--- config.mk ---
export PLATFORM = sky130hd
export DESIGN_NAME = tagged_slot_fill_and_free_unit
export DESIGN_NICKNAME = d
export VERILOG_FILES = /design/src/rtl/tsf_pkg.sv /design/src/rtl/tsf_slot_mem.sv /design/src/rtl/tagged_slot_fill_and_free_unit.sv
export SDC_FILE = /design/constraint.sdc
export NUM_CORES = 1
export LEC_CHECK = 0
export ABC_AREA = 1
export ABC_CLOCK_PERIOD_IN_PS = 2100
export CAP_MARGIN = 20
export CORE_ASPECT_RATIO = 1.25
export CORE_UTILIZATION = 35
export DETAILED_ROUTE_END_ITERATION = 7
export DONT_BUFFER_PORTS = 1
export GPL_ROUTABILITY_DRIVEN = 0
export HOLD_SLACK_MARGIN = 0.03
export PLACE_DENSITY = 0.53
export SYNTH_ARGS = -nofsm -noshare
export SYNTH_HDL_FRONTEND = slang
export SYNTH_SLANG_ARGS = --single-unit
--- constraint.sdc ---
create_clock -name clk -period 2.1 [get_ports clk]
set_input_delay 0.315 -clock clk [delete_from_list [all_inputs] [get_ports clk]]
set_output_delay 0.315 -clock clk [all_outputs]
set_load 0.01 [all_outputs]
--- src/rtl/tsf_pkg.sv ---
// shared types and constants for the tagged slot fill and free unit
// word layouts for both channels, request and status codes, default sizes
// no dependencies
package tsf_pkg;

  localparam int TAG_W = 16;
  localparam int CNT_W = 5;

  localparam int DEF_ROWS     = 4;
  localparam int DEF_COLS     = 4;
  localparam int DEF_TAG_BITS = 16;

  localparam logic ACT_FILL = 1'b0;
  localparam logic ACT_FREE = 1'b1;

  localparam logic ST_DONE     = 1'b0;
  localparam logic ST_NO_SPACE = 1'b1;

  typedef struct packed {
    logic             action;
    logic [TAG_W-1:0] tag;
    logic [CNT_W-1:0] count;
  } tsf_in_t;

  typedef struct packed {
    logic             status;
    logic [CNT_W-1:0] free_slots;
    logic [CNT_W-1:0] slots_changed;
  } tsf_out_t;

endpackage

--- src/rtl/tsf_slot_mem.sv ---
// slot store: one write port, one read port with registered read data
// per-entry valid bits make unwritten entries read as empty after reset
// no package dependencies
module tsf_slot_mem #(
  parameter int DEPTH = 16,
  parameter int AW    = 4,
  parameter int DW    = 16
) (
  input  logic          clk,
  input  logic          rst_n,
  input  logic          rd_en,
  input  logic [AW-1:0] rd_addr,
  output logic [DW-1:0] rd_data,
  input  logic          wr_en,
  input  logic [AW-1:0] wr_addr,
  input  logic [DW-1:0] wr_data
);

  logic [DW-1:0]    mem [DEPTH];
  logic [DEPTH-1:0] vld_r;
  logic [DW-1:0]    rd_q_r;
  logic             rd_hit_r;

  always_ff @(posedge clk) begin
    if (wr_en) begin
      mem[wr_addr] <= wr_data;
    end
    if (rd_en) begin
      rd_q_r <= mem[rd_addr];
    end
  end

  always_ff @(posedge clk) begin
    if (!rst_n) begin
      vld_r    <= '0;
      rd_hit_r <= 1'b0;
    end else begin
      if (wr_en) begin
        vld_r[wr_addr] <= 1'b1;
      end
      if (rd_en) begin
        rd_hit_r <= vld_r[rd_addr];
      end
    end
  end

  // entry never written since reset reads as empty
  assign rd_data = rd_hit_r ? rd_q_r : '0;

endmodule

--- src/rtl/tagged_slot_fill_and_free_unit.sv ---
// tagged slot fill and free unit: top level
// a scanned request passes through the scan, drain and done states before its
//   result word is registered; a fill rejected for lack of space goes straight to done
// a new request is taken only in idle, after the last result word is loaded; the single
//   read port of the slot store visits one slot per cycle
// reset: synchronous, clears all slots to empty and the free count to ROWS*COLS
module tagged_slot_fill_and_free_unit #(
  parameter int ROWS     = tsf_pkg::DEF_ROWS,
  parameter int COLS     = tsf_pkg::DEF_COLS,
  parameter int TAG_BITS = tsf_pkg::DEF_TAG_BITS
) (
  input  logic             clk,
  input  logic             rst_n,
  input  logic             in_valid,
  output logic             in_stall,
  input  tsf_pkg::tsf_in_t  in_data,
  output logic             out_valid,
  input  logic             out_stall,
  output tsf_pkg::tsf_out_t out_data
);

  import tsf_pkg::*;

  // sizes derived from the slot grid
  localparam int NSLOTS = ROWS * COLS;
  localparam int AW     = (NSLOTS > 1) ? $clog2(NSLOTS) : 1;
  localparam int CW     = $clog2(NSLOTS + 1);
  localparam int CMPW   = (CW > CNT_W) ? CW : CNT_W;

  // sequencer states
  localparam logic [1:0] S_IDLE  = 2'd0;
  localparam logic [1:0] S_SCAN  = 2'd1;
  localparam logic [1:0] S_DRAIN = 2'd2;
  localparam logic [1:0] S_DONE  = 2'd3;

  logic [1:0]          state_r, state_nxt;
  logic                act_r, act_nxt;
  logic [TAG_BITS-1:0] tag_r, tag_nxt;
  logic [CNT_W-1:0]    cnt_r, cnt_nxt;
  logic                status_r, status_nxt;
  logic [AW-1:0]       rd_idx_r, rd_idx_nxt;
  logic                p_vld_r, p_vld_nxt;
  logic [AW-1:0]       p_idx_r, p_idx_nxt;
  logic [CW-1:0]       chg_r, chg_nxt;
  logic [CW-1:0]       free_r, free_nxt;
  logic                out_vld_r, out_vld_nxt;
  tsf_out_t            out_q_r, out_q_nxt;

  logic                in_acc;
  logic                out_load;
  logic [TAG_BITS-1:0] in_tag;
  logic                rd_en;
  logic [TAG_BITS-1:0] rd_data;
  logic                wr_en;
  logic [TAG_BITS-1:0] wr_data;
  logic                hit;
  logic [CW-1:0]       free_new;

  // only the low TAG_BITS bits of the tag take part
  assign in_tag = TAG_BITS'(in_data.tag);

  assign in_stall  = (state_r != S_IDLE);
  assign in_acc    = in_valid && !in_stall;
  assign out_valid = out_vld_r;
  assign out_data  = out_q_r;

  // a result word can be loaded once the output register is free or draining
  assign out_load = (state_r == S_DONE) && (!out_vld_r || !out_stall);

  assign rd_en = (state_r == S_SCAN);

  // slot store, each slot read in the cycle before its write back
  tsf_slot_mem #(
    .DEPTH (NSLOTS),
    .AW    (AW),
    .DW    (TAG_BITS)
  ) u_mem (
    .clk     (clk),
    .rst_n   (rst_n),
    .rd_en   (rd_en),
    .rd_addr (rd_idx_r),
    .rd_data (rd_data),
    .wr_en   (wr_en),
    .wr_addr (p_idx_r),
    .wr_data (wr_data)
  );

  // modify stage: decide whether the slot just read gets written
  always_comb begin
    hit = 1'b0;
    if (act_r == ACT_FILL) begin
      // empty slot, and fewer slots written so far than asked for
      hit = (rd_data == '0) && (CMPW'(chg_r) < CMPW'(cnt_r));
    end else begin
      // freeing the empty marker touches nothing
      hit = (tag_r != '0) && (rd_data == tag_r);
    end
    wr_en   = p_vld_r && hit;
    wr_data = (act_r == ACT_FILL) ? tag_r : '0;
  end

  // free count after the request; a rejected fill or a fill with the empty marker leaves it alone
  always_comb begin
    free_new = free_r;
    if (status_r == ST_DONE) begin
      if (act_r == ACT_FREE) begin
        free_new = free_r + chg_r;
      end else if (tag_r != '0) begin
        free_new = free_r - chg_r;
      end
    end
  end

  always_comb begin
    state_nxt   = state_r;
    act_nxt     = act_r;
    tag_nxt     = tag_r;
    cnt_nxt     = cnt_r;
    status_nxt  = status_r;
    rd_idx_nxt  = rd_idx_r;
    p_vld_nxt   = 1'b0;
    p_idx_nxt   = p_idx_r;
    chg_nxt     = chg_r;
    free_nxt    = free_r;
    out_vld_nxt = out_vld_r;
    out_q_nxt   = out_q_r;

    if (out_vld_r && !out_stall) begin
      out_vld_nxt = 1'b0;
    end

    if (wr_en) begin
      chg_nxt = chg_r + CW'(1);
    end

    case (state_r)
      S_IDLE: begin
        if (in_acc) begin
          act_nxt    = in_data.action;
          tag_nxt    = in_tag;
          cnt_nxt    = in_data.count;
          chg_nxt    = '0;
          rd_idx_nxt = '0;
          if ((in_data.action == ACT_FILL) &&
              (CMPW'(in_data.count) > CMPW'(free_r))) begin
            // not enough room: skip the scan, nothing is written
            status_nxt = ST_NO_SPACE;
            state_nxt  = S_DONE;
          end else begin
            status_nxt = ST_DONE;
            state_nxt  = S_SCAN;
          end
        end
      end
      S_SCAN: begin
        p_vld_nxt = 1'b1;
        p_idx_nxt = rd_idx_r;
        if (rd_idx_r == AW'(NSLOTS - 1)) begin
          state_nxt = S_DRAIN;
        end else begin
          rd_idx_nxt = rd_idx_r + AW'(1);
        end
      end
      S_DRAIN: begin
        // last slot gets written back in this cycle
        state_nxt = S_DONE;
      end
      S_DONE: begin
        if (out_load) begin
          free_nxt                = free_new;
          out_vld_nxt             = 1'b1;
          out_q_nxt.status        = status_r;
          out_q_nxt.free_slots    = CNT_W'(free_new);
          out_q_nxt.slots_changed = CNT_W'(chg_r);
          state_nxt               = S_IDLE;
        end
      end
      default: begin
        state_nxt = S_IDLE;
      end
    endcase
  end

  always_ff @(posedge clk) begin
    if (!rst_n) begin
      state_r   <= S_IDLE;
      p_vld_r   <= 1'b0;
      free_r    <= CW'(NSLOTS);
      out_vld_r <= 1'b0;
    end else begin
      state_r   <= state_nxt;
      p_vld_r   <= p_vld_nxt;
      free_r    <= free_nxt;
      out_vld_r <= out_vld_nxt;
    end
  end

  // request and result payload
  always_ff @(posedge clk) begin
    act_r    <= act_nxt;
    tag_r    <= tag_nxt;
    cnt_r    <= cnt_nxt;
    status_r <= status_nxt;
    rd_idx_r <= rd_idx_nxt;
    p_idx_r  <= p_idx_nxt;
    chg_r    <= chg_nxt;
    out_q_r  <= out_q_nxt;
  end

endmodule
# Word level (Yosys, flattened, before mapping)

Memories as Yosys holds them, arrays and structs flattened. A register that Yosys moved wholly into a read port is not among the register bits.
Index checks and enable logic that the tools add are counted.

$add $sub $neg: 4
$lt $le $gt $ge: 5
Equality and inequality tests: 9
Mux-type cells: 28
Bitwise operators: 2
Reduce and logical (&&, ||, !) cells: 21

Operators by type and width:

| cell                                               | count |
|---|---|
| two-way mux 16 bit                                 | 2 |
| two-way mux 5 bit                                  | 6 |
| equality test 16 bit                               | 1 |
| zero test 16 bit                                   | 1 |
| OR 16 bit                                          | 1 |
| nonzero test 16 bit                                | 1 |
| < comparator 4 x 5 -> 1 bit, second input constant | 2 |
| two-way mux 1 bit                                  | 10 |
| logical AND 1 bit                                  | 8 |
| two-way mux 2 bit                                  | 4 |
| two-way mux 4 bit                                  | 2 |
| case mux 2 bit (4 select lines)                    | 1 |
| case mux 4 bit (2 select lines)                    | 1 |
| inequality test 2 bit, second input constant       | 3 |
| AND reduction 3 bit                                | 2 |
| adder 5 x 1 -> 5 bit, second input constant        | 1 |
| adder 5 bit                                        | 1 |
| greater-than comparator 5 bit                      | 1 |
| < comparator 5 bit                                 | 1 |
| subtractor 5 bit                                   | 1 |
| adder 4 x 1 -> 4 bit, second input constant        | 1 |
| binary-select mux 1 bit (select 4 bit)             | 1 |
| demux 1 bit (select 4 bit)                         | 1 |
| equality test 2 bit, second input constant         | 2 |
| other kinds (10)                                   | 14 |

Flip-flop bits (word level): 73
Memory bits (writable): 256
Input bits: 26
Output and inout port bits: 13
Logic and storage cells: 86
Memories: 1

Memory list:

| memory    | depth | bits a word | rd ports | clocked after Yosys merged registers in | wr ports | RTL line           | RTL |
|---|---|---|---|---|---|---|---|
| u_mem.mem | 16    | 16          | 1        | 1                                       | 1        | tsf_slot_mem.sv:19 | `logic [DW-1:0] mem [DEPTH];` |

# Longest topological paths before layout

Gate-level depths: netlist (run 1).

Depth in word-level cells: 8
Depth in mapped cells: 14
Gate-level depth less buffers: 13

# Hierarchy

From an unflattened synthesis (run 1), not the netlist that was laid out.

Cell total of the unflattened synthesis: 1309
Area, all modules: 14667.8 sq um

By module, submodules not included:

| module                         | instances | cells an instance | area each (sq um) |
|---|---|---|---|
| tsf_slot_mem                   | 1         | 909               | 11436.0 |
| tagged_slot_fill_and_free_unit | 1         | 400               | 3231.8 |

# Worst setup path after synthesis (run 1)

OpenSTA, ideal clock, no wires.

Kind: reg-to-reg
From: register chg_r[1]
To: memory u_mem.mem[10][0] (enable)
Library setup time: 0.364 ns
Data arrival time: 1.745 ns
Required time: 1.736 ns
Path slack: -0.009 ns
Cell stages (with the launch flop): 10
Path buffers: 1
Path through: dfxtp_1 -> ha_1 -> a21oi_1 -> nor2_1 -> o21bai_1 -> nand2_1 -> nand2_4 -> buf_8 -> nand3_2 -> inv_1

Longest elaborated chain between the ends: 6

RTL lines:

| item                                    | RTL line                              | RTL |
|---|---|---|
| from (decl)                             | tagged_slot_fill_and_free_unit.sv:44  | `logic [CW-1:0] chg_r, chg_nxt;` |
| from (signal assigned)                  | tagged_slot_fill_and_free_unit.sv:206 | `chg_r <= chg_nxt;` |
| < comparator 5 bit                      | tagged_slot_fill_and_free_unit.sv:93  | `hit = (rd_data == '0) && (CMPW'(chg_r) < CMPW'(cnt_r));` |
| logical AND 1 bit                       | tagged_slot_fill_and_free_unit.sv:93  |  |
| two-way mux 1 bit                       | tagged_slot_fill_and_free_unit.sv:91  | `if (act_r == ACT_FILL) begin` |
| logical AND 1 bit                       | tagged_slot_fill_and_free_unit.sv:98  | `wr_en = p_vld_r && hit;` |
| two-way mux 1 bit                       | tsf_slot_mem.sv:25                    | `if (wr_en) begin` |
| two-way mux 1 bit (not written as such) | tsf_slot_mem.sv:26                    | `mem[wr_addr] <= wr_data;` |
| to (decl)                               | tsf_slot_mem.sv:19                    |  |

Every way passes these cells.

# Final worst setup path (run 1)

From: register u_mem.rd_hit_r
To: memory u_mem.mem[1][14] (enable)

Longest elaborated chain between the ends: 7
Elaborated cells on any way between the ends: 9
Classes of those cells: eq/ne (1); mux (4); reduce/logical (4)

RTL lines:

| item                                                     | RTL line                                                                   | RTL |
|---|---|---|
| from (decl)                                              | tsf_slot_mem.sv:22                                                         | `logic rd_hit_r;` |
| from (signal assigned)                                   | tsf_slot_mem.sv:42                                                         | `rd_hit_r <= vld_r[rd_addr];` |
| two-way mux 16 bit (*)                                   | tsf_slot_mem.sv:48                                                         | `assign rd_data = rd_hit_r ? rd_q_r : '0;` |
| equality test 16 bit or zero test 16 bit (tied branches) | tagged_slot_fill_and_free_unit.sv:96, tagged_slot_fill_and_free_unit.sv:93 |  |
| logical AND 1 bit (on tied branches)                     | tagged_slot_fill_and_free_unit.sv:96, tagged_slot_fill_and_free_unit.sv:93 |  |
| two-way mux 1 bit (*)                                    | tagged_slot_fill_and_free_unit.sv:91                                       |  |
| logical AND 1 bit (*)                                    | tagged_slot_fill_and_free_unit.sv:98                                       |  |
| two-way mux 1 bit (*)                                    | tsf_slot_mem.sv:25                                                         |  |
| two-way mux 1 bit (not written as such) (*)              | tsf_slot_mem.sv:26                                                         |  |

Every way passes the cells marked *; elsewhere a longest branch is shown, timed or not.

==> results of run 1 <==
power by group through the flow:
stage / sequential (mW) / clock, mW / combinational, mW
6_report: 8.75 / 6.36 / 8.10
5_1_grt: 8.80 / 6.70 / 8.72
3_5_place_dp: 8.86 / 0 / 7.71
4_1_cts: 8.72 / 6.47 / 7.80
3_3_place_gp: 8.85 / 0 / 7.71
2_1_floorplan: 8.75 / 0 / 4.36
final cells by class:
class                      count  share of cell area
multi-input combinational    732              0.2179
timing repair buffer         152             0.09538
sequential                   345              0.5586
clock inverter                14            0.008759
inverter                     105             0.02510
clock buffer                  50             0.05589
tap                          552             0.03837
registers in the layout, summed over array words and instances (netlist names):
name and flops:
out_valid 1, act_r 1, tag_r 16, free_r 5
u_mem.rd_q_r 16, state_r 2, status_r 1, p_idx_r 4
cnt_r 5, u_mem.rd_hit_r 1, p_vld_r 1, out_data 11
u_mem.mem 256, chg_r 5, u_mem.vld_r 16, rd_idx_r 4
worst paths after layout:
kind         depth (start not counted)  slack (ns)                           to                   startpoint
max                                 13       -0.04   u_mem.mem[1][14]$_DFFE_PP_  u_mem.rd_hit_r$_SDFFE_PN0P_
min                                  3        0.09             chg_r[3]$_DFF_P_                     in_valid
max reg2reg                         13       -0.04   u_mem.mem[1][14]$_DFFE_PP_  u_mem.rd_hit_r$_SDFFE_PN0P_
min reg2reg                          2        0.46  u_mem.vld_r[8]$_SDFFE_PN0P_  u_mem.vld_r[8]$_SDFFE_PN0P_
repair_timing:
action / 4_1_cts / 5_1_grt
pin swaps: 1 / 20
hold endpoints to repair: 28 / 1
setup buffers: 1 / 1
hold buffers: 24 / 1
endpoints found under the setup margin: 240 / 259
gates resized for setup: 4 / 26
gates cloned: 0 / 10
per-stage QoR:
stage	util	instances	instance area (sq um)
floorplan	-	1244	14610
global placement	0.3952	1849	16210
detailed placement	0.3952	1849	16210
CTS	0.4299	1938	17630
global route	0.4388	1950	18000
finish	0.4388	1950	18000
synthesized netlist by cell type (all sizes together) (2+ instances only):
| cell | n |
|---|---|
| dfxtp | 31 |
| nand3 | 67 |
| o211ai | 9 |
| o22ai | 41 |
| xnor2 | 3 |
| buf | 19 |
| a21oi | 49 |
| clkbuf | 43 |
| nand2 | 139 |
| ha | 24 |
| nand4 | 2 |
| nor3 | 5 |
| o221ai | 26 |
| xor2 | 4 |
| o21ai | 153 |
| edfxtp | 314 |
| fa | 2 |
| inv | 104 |
| nor2 | 205 |
routing by layer:
| metal | wire [um] | share of wire | global-route usage | vias to the layer above |
|---|---|---|---|---|
| li1 | - | - | - | 4665 |
| met1 | 17950 | 0.43 | 0.2660 | 4871 |
| met2 | 19900 | 0.47 | 0.3091 | 323 |
| met3 | 2287 | 0.055 | 0.02566 | 77 |
| met4 | 1786 | 0.043 | 0.08854 | 0 |
| met5 | 0 | 0 | 0 | - |
cell families after synthesis:
family	after synthesis	share of synthesized area
and+or+nand+nor	418	0.1221
DFF	345	0.6907
AOI/OAI and AO/OA	281	0.1127
buffers and inverters	167	0.04678
adders and majority gates	26	0.02339
xor gates and xnor gates	7	0.004214
worst register-to-register path, stage by stage, from the launching register on:
cell	delay (ns)
dfxtp_4	0.40
buf_12	0.13
nand2_1	0.07
nand2_1	0.06
nand2_1	0.05
nor2_1	0.08
nand2_1	0.07
nor2_2	0.16
nand3_2	0.11
nand2_4	0.16
buf_12	0.16
nand3_4	0.09
clkinvlp_4	0.15
clkbuf_16	0.17
==> flow_summary.yaml, run 1 <==
clock_network:
  insertion_delay_ns: 0.53
  h-tree-depth: 2
  clkSinkCount: 345
  cts_tree: "done"
  cts_buffers: 36
  cts_root_buf: "clkbuf_16"
  clk_path_buf_depth: 3
  clk_pin_slew_ns: 0.06
grt:
  grt_usage: 0.1953
  antenna_found_initial: 0
  grt_pass1_vias: 9472
  grt_max_degree: 73
  grt_pass1_wl_um: 60510
  gr-total-overflow: 0
synth:
  syn_area_per_cell_sq_um: 11.70
  syn_inst: 1244
  synth_area_leader_cell: "edfxtp_1"
  synth-seq-cells: 345
  yosys_warnings: 0
  yosysTopAreaCellShare: 0.6481
  synth-edff-count: 314
  syn-num-nets: 1296
  async_reset_ff_frac: 0
  synthTopCellsByArea: "edfxtp_1, nor2_1, o21ai_0"
  synth_cell_types: 34
  synth_seq_area_share: 0.6907
  ys.flop_type: "edfxtp_1"
  synth_area_sq_um: 14550
sta:
  holdWs_ns: 0.09020
  grt_setup_unrepaired: "yes"
  fin_crit_sh: 1.021
  worst_pin_slew_ns: 0.5908
  finalSetupTns_ns: -2.912
  hold_viol_final: 0
  setup_violations: 165
  skew_ns: 0.02227
  fin_crit_ns: 2.145
  fin_ws_ns: -0.04475
  drv_slew: 0
  fmax_mhz: 466.3
  relSlewSlack: 0.6047
finish:
  nFillCells: 3734
  areaGrowthSynthToFinish_pct: 23.71
  n_antenna_cell: 0
  drive_above_1_share: 0.1795
  nNetsFinal: 1424
  mostFrequentLayoutCells: "edfxtp_1, nor2_1, o21ai_0"
  seqCellArea_sq_um: 10050
  multi_input_area_sq_um: 3923
  final_common_cell: "edfxtp_1"
placed_design:
  preCtsSetupSlack_ns: -0.04562
  io_buffers: 0
  hpwl_um: 27310
drt:
  wl_per_cell_um: 21.50
  dr.pass1.iters: 5
  dr.first_iter.drc_count: 932
  avgViaCountPerCell: 5.095
  vias: 9936
  drcViolationCount: 0
  drt-total-wl_um: 41920
  ant_nets: 0
setup_path:
  cp_top_family: "simple AND/OR/NAND/NOR gates"
  critPathBufInv: 4
  max_stage_delay_ns: 0.40
  worstPathArrival_ns: 2.39
  crit_required_ns: 2.35
  critPathSlowestCell: "dfxtp_4"
  cp-end-kind: "flop"
  cp_max_fo: 8
  worstPathCellList: "buf_12, nand2_1, nand2_1, nand2_1, nor2_1, nand2_1, nor2_2, nand3_2, nand2_4, buf_12, nand3_4, clkinvlp_4, clkbuf_16"
  path_class: "reg2reg"
  worst_setup_path_start_kind: "flop"
  cp_common_cell: "nand2_1"
floorplan:
  row_count: 83
  io_pins: 39
  core_region_area_sq_um: 41020
  die_area_sq_um: 42390
  die_h_um: 230.0
  die_width_um: 184.4
  initial_utilization: 0.3547
pwr:
  switching_share: 0.3614
  pwr-share-seq: 0.377
  power-per-cell-area_nw_per_um2: 1290
  comb_power_share: 0.349
  power.total_mw: 23.22
  switchingPower_mw: 8.391
  leakagePower_nw: 6.325
  ir_drop_mv: 0.7466
  p_clk_frac: 0.274
  p_int_mw: 14.83
outcome:
  status: "complete, but fails checks"
  violations: "negative setup slack"
hold_path:
  hold_path.class: "in2reg"
run:
  maxCapViolCount: 0
(Power assumes the default switching activity.)
==> run 2: changes to the inputs <==
--- a/config.mk
+++ b/config.mk
@@ -6,7 +6,7 @@
 export NUM_CORES = 1
 export LEC_CHECK = 0
 export ABC_AREA = 1
-export ABC_CLOCK_PERIOD_IN_PS = 2100
+export ABC_CLOCK_PERIOD_IN_PS = 2750
 export CAP_MARGIN = 20
 export CORE_ASPECT_RATIO = 1.25
 export CORE_UTILIZATION = 35
@@ -14,7 +14,8 @@
 export DONT_BUFFER_PORTS = 1
 export GPL_ROUTABILITY_DRIVEN = 0
 export HOLD_SLACK_MARGIN = 0.03
-export PLACE_DENSITY = 0.53
+export PLACE_DENSITY = 0.51
+export RECOVER_POWER = 100
 export SYNTH_ARGS = -nofsm -noshare
 export SYNTH_HDL_FRONTEND = slang
 export SYNTH_SLANG_ARGS = --single-unit
==> constraint.sdc (replaced) <==
create_clock -name clk -period 2.75 [get_ports clk]
set_input_delay 0.4125 -clock clk [delete_from_list [all_inputs] [get_ports clk]]
set_output_delay 0.4125 -clock clk [all_outputs]
set_load 0.01 [all_outputs]
==> flow_summary.yaml, run 2 (synthesis gave the netlist of run 1 again) <==
finish:
  regMostFlops: "u_mem.mem"
  drive_above_1_share: 0.07774
  seqCellArea_sq_um: 10050
  largest_reg_flops: 256
  postLayoutCellArea_sq_um: 16580
  nNetsFinal: 1351
  final_common_cell: "edfxtp_1"
  nFillCells: 3924
  mostFrequentLayoutCells: "edfxtp_1, nor2_1, o21ai_0"
  multi_input_area_sq_um: 3746
  areaGrowthSynthToFinish_pct: 13.96
  n_antenna_cell: 0
placed_design:
  hpwl_um: 24370
  io_buffers: 0
  post_dp_cell_area_sq_um: 15440
setup_path:
  worst_setup_path_start_kind: "flop"
  crit_required_ns: 2.97
  critPathBufInv: 2
  path_class: "reg2reg"
  worstPathArrival_ns: 2.69
  max_stage_delay_ns: 0.47
  cp-end-kind: "flop"
  cp_max_fo: 36
  worstPathCellList: "clkinv_2, clkbuf_4, o21ai_0, o221ai_1, o211ai_1, nand3_1"
  critPathSlowestCell: "clkbuf_4"
  cp_top_family: "buffers and inverters"
floorplan:
  initial_utilization: 0.3547
  row_count: 83
  die_width_um: 184.4
  io_pins: 39
  die_h_um: 230.0
  core_region_area_sq_um: 41020
  die_area_sq_um: 42390
grt:
  grt_usage: 0.1817
  grtUsageMet3: 0.02201
  grt_pass1_vias: 9324
  grt_max_degree: 141
  antenna_found_initial: 0
  use_met1: 0.2277
  busiest_layer: "met2"
  grt_pass1_wl_um: 57000
  gr-usage-met2: 0.3042
  gr-total-overflow: 0
clock_network:
  post_cts_buffers: 0
  cts_buffers: 36
  cts_root_buf: "clkbuf_16"
  clk_path_buf_depth: 3
  cts_tree: "done"
  insertion_delay_ns: 0.54
  clkSinkCount: 345
  h-tree-depth: 2
  clk_pin_slew_ns: 0.06
sta:
  setup_violations: 0
  grt_setup_unrepaired: "no"
  worst_pin_slew_ns: 1.282
  fin_crit_sh: 0.9012
  finalSetupTns_ns: 0
  fmax_mhz: 403.5
  drv_slew: 0
  fin_crit_ns: 2.478
  skew_ns: 0.02280
  hold_viol_final: 0
  relSlewSlack: 0.1456
  holdWs_ns: 0.07592
drt:
  drt-total-wl_um: 37880
  wl_per_cell_um: 20.18
  dr.pass1.iters: 5
  dr.first_iter.drc_count: 806
  avgViaCountPerCell: 5.028
  drcViolationCount: 0
  vias: 9438
  ant_nets: 0
pwr:
  power-per-cell-area_nw_per_um2: 983.5
  leakagePower_nw: 5.863
  power.total_mw: 16.31
  ir_drop_mv: 0.5054
outcome:
  status: "finished clean"
run:
  maxCapViolCount: 0
hold_path:
  hold_path.class: "in2reg"
run 2: per-stage QoR:
step / cells / util / worst slack [ns]
floorplan: 1244 / - / 0.6414
global placement: 1790 / 0.3764 / 0.4178
detailed placement: 1790 / 0.3764 / 0.3728
CTS: 1877 / 0.4086 / 0.3590
global route: 1877 / 0.4042 / 0.1220
finish: 1877 / 0.4042 / 0.2717
run 2: repair_timing:
action,CTS,global route
hold buffers,23,0
resized for setup,0,0
endpoints found under the hold margin,26,0
run 2: report_power, final:
group | switching, mW | internal, mW | leakage (nW) | total (mW)
logic | 3.62 | 1.39 | 2.20 | 5.00
registers | 0.281 | 6.41 | 3.13 | 6.69
clock network | 1.99 | 2.62 | 0.528 | 4.61
total | 5.89 | 10.4 | 5.86 | 16.3
run 2: final timing paths:
kind                                    start                          end  slack (ns)  cells after the start
hold reg to reg   u_mem.vld_r[4]$_SDFFE_PN0P_  u_mem.vld_r[4]$_SDFFE_PN0P_        0.46                      2
setup reg to reg    rd_idx_r[0]$_SDFFCE_PN0P_    u_mem.rd_q_r[1]$_DFFE_PP_        0.27                      6
hold / removal                          rst_n  u_mem.rd_hit_r$_SDFFE_PN0P_        0.08                      2
setup / recovery    rd_idx_r[0]$_SDFFCE_PN0P_    u_mem.rd_q_r[1]$_DFFE_PP_        0.27                      6
run 2: layout make-up:
class / instances / share of cell area
Clock inverter: 21 / 0.009358
Timing Repair Buffer: 79 / 0.03653
Sequential cell: 345 / 0.6061
Multi-Input combinational cell: 732 / 0.2259
Inverter: 105 / 0.02385
Clock buffer: 43 / 0.05652
Tap cell: 552 / 0.04166
run 2: per-layer routing:
metal  share of wire  wire, um  up-vias
li1                -         -     4513
met1            0.42     15900     4634
met2            0.49     18410      212
met3           0.040      1514       79
met4           0.054      2057        0
met5               0         0        -
==> run 3: changes to the inputs <==
--- a/config.mk
+++ b/config.mk
@@ -6,7 +6,7 @@
 export NUM_CORES = 1
 export LEC_CHECK = 0
 export ABC_AREA = 1
-export ABC_CLOCK_PERIOD_IN_PS = 2750
+export ABC_CLOCK_PERIOD_IN_PS = 2900
 export CAP_MARGIN = 20
 export CORE_ASPECT_RATIO = 1.25
 export CORE_UTILIZATION = 35
==> constraint.sdc (replaced) <==
create_clock -name clk -period 2.9 [get_ports clk]
set_input_delay 0.435 -clock clk [delete_from_list [all_inputs] [get_ports clk]]
set_output_delay 0.435 -clock clk [all_outputs]
set_load 0.01 [all_outputs]
==> flow_summary.yaml, run 3 (synthesis gave the netlist of run 1 again) <==
setup_path:
  worst_setup_path_start_kind: "flop"
  crit_start: "u_mem.rd_hit_r$_SDFFE_PN0P_"
  cp_max_fo: 29
  r2r_start: "u_mem.rd_hit_r$_SDFFE_PN0P_"
  path_class: "reg2reg"
  cp-end-kind: "flop"
  crit_required_ns: 3.08
  worstPathArrival_ns: 2.72
finish:
  multi_input_area_sq_um: 3739
  regMostFlops: "u_mem.mem"
  nFillCells: 3891
  nNetsFinal: 1347
  final_common_cell: "edfxtp_1"
  mostFrequentLayoutCells: "edfxtp_1, nor2_1, o21ai_0"
  final_cells: 1875
  seqCellArea_sq_um: 10050
  largest_reg_flops: 256
  drive_above_1_share: 0.08390
  n_antenna_cell: 0
  utilization: 0.4060
  areaGrowthSynthToFinish_pct: 14.48
pwr:
  ir_drop_mv: 0.4680
  pwr-share-seq: 0.415
  p_clk_frac: 0.290
  power-per-cell-area_nw_per_um2: 924.1
  switching_share: 0.3552
  switchingPower_mw: 5.467
  p_int_mw: 9.925
  comb_power_share: 0.295
  power.total_mw: 15.39
  leakagePower_nw: 5.910
grt:
  grt_max_degree: 141
  grt_pass1_wl_um: 57480
  grt_usage: 0.1824
  antenna_found_initial: 0
  gr-total-overflow: 0
  grt_pass1_vias: 9494
drt:
  avgViaCountPerCell: 5.074
  vias: 9514
  ant_nets: 0
  dr.first_iter.drc_count: 762
  drt-total-wl_um: 37890
  drcViolationCount: 0
  dr.pass1.iters: 5
  wl_per_cell_um: 20.21
sta:
  relSlewSlack: 0.09298
  worst_pin_slew_ns: 1.361
  grt_setup_unrepaired: "no"
  fmax_mhz: 393.2
  fin_ws_ns: 0.3566
  finalSetupTns_ns: 0
  hold_viol_final: 0
  fin_crit_sh: 0.8771
  fin_crit_ns: 2.543
  drv_slew: 0
  setup_violations: 0
  skew_ns: 0.01317
floorplan:
  core_region_area_sq_um: 41020
  row_count: 83
  io_pins: 39
  initial_utilization: 0.3547
  die_width_um: 184.4
  die_h_um: 230.0
  die_area_sq_um: 42390
placed_design:
  io_buffers: 0
  preCtsSetupSlack_ns: 0.4996
  dp_cells: 1782
  hpwl_um: 22540
run:
  maxCapViolCount: 0
clock_network:
  insertion_delay_ns: 0.54
  post_cts_buffers: 0
  cts_resized: 0
  clk_path_buf_depth: 3
  cts_tree: "done"
  h-tree-depth: 2
  cts_root_buf: "clkbuf_16"
  clkSinkCount: 345
  clk_pin_slew_ns: 0.06
  cts_buffers: 38
outcome:
  status: "finished clean"
hold_path:
  hold_path.class: "in2reg"
  min_from: "out_stall"
[run 3: metal layers]
layer	global-route usage	vias up	routed length [um]
met5	0	-	0
met4	0.07604	0	1478
met3	0.02217	68	1616
met2	0.3177	253	18860
met1	0.2269	4683	15930
li1	-	4510	-
[run 3: power groups by stage]
stage          registers, mW  logic, mW  clock network (mW)
2_1_floorplan           6.33       3.15                   0
4_1_cts                 6.40       4.67                4.57
6_report                6.39       4.54                4.46
5_1_grt                 6.43       5.08                4.74
3_5_place_dp            6.49       4.63                   0
3_3_place_gp            6.51       4.58                   0
[run 3: layout make-up]
type	count	share of cell area
clock buffers	43	0.05822
clock inverters	25	0.009766
inverters	105	0.02374
multi-input cells	732	0.2245
flip-flops and latches	345	0.6034
well taps	552	0.04147
repair buffers	73	0.03899
[run 3: repair_timing]
item                                   in CTS  in global routing
endpoints found under the hold margin      26                  0
setup endpoints to repair                   0                  0
hold buffers                               23                  0
[run 3: worst paths after layout]
kind / to / slack [ns] / cells after the start
setup / recovery: u_mem.mem[1][11]$_DFFE_PP_ / 0.36 / 12
hold / removal: out_valid$_SDFF_PN0_ / 0.09 / 2
setup reg to reg: u_mem.mem[1][11]$_DFFE_PP_ / 0.36 / 12
hold reg to reg: u_mem.vld_r[13]$_SDFFE_PN0P_ / 0.46 / 2
[run 3: through the flow]
| step | hold slack, ns | instance area [sq um] |
|---|---|---|
| 2_1_floorplan | 0.4206 | 14550 |
| 3_3_place_gp | 0.4499 | 15490 |
| 3_5_place_dp | 0.4523 | 15490 |
| 4_1_cts | 0.06745 | 16850 |
| 5_1_grt | 0.09535 | 16660 |
| 6_report | 0.08906 | 16660 |
[run 3: critical path: stages, from the launching register on]
cell      delay (ns)
dfxtp_1         0.35
buf_12          0.18
nand2_1         0.11
nand2_1         0.07
nand2_1         0.04
nor2_1          0.11
nand2_1         0.10
nor2_2          0.11
nand3_1         0.11
nand2_4         0.26
nand3_1         0.17
inv_1           0.09
clkbuf_4        0.42
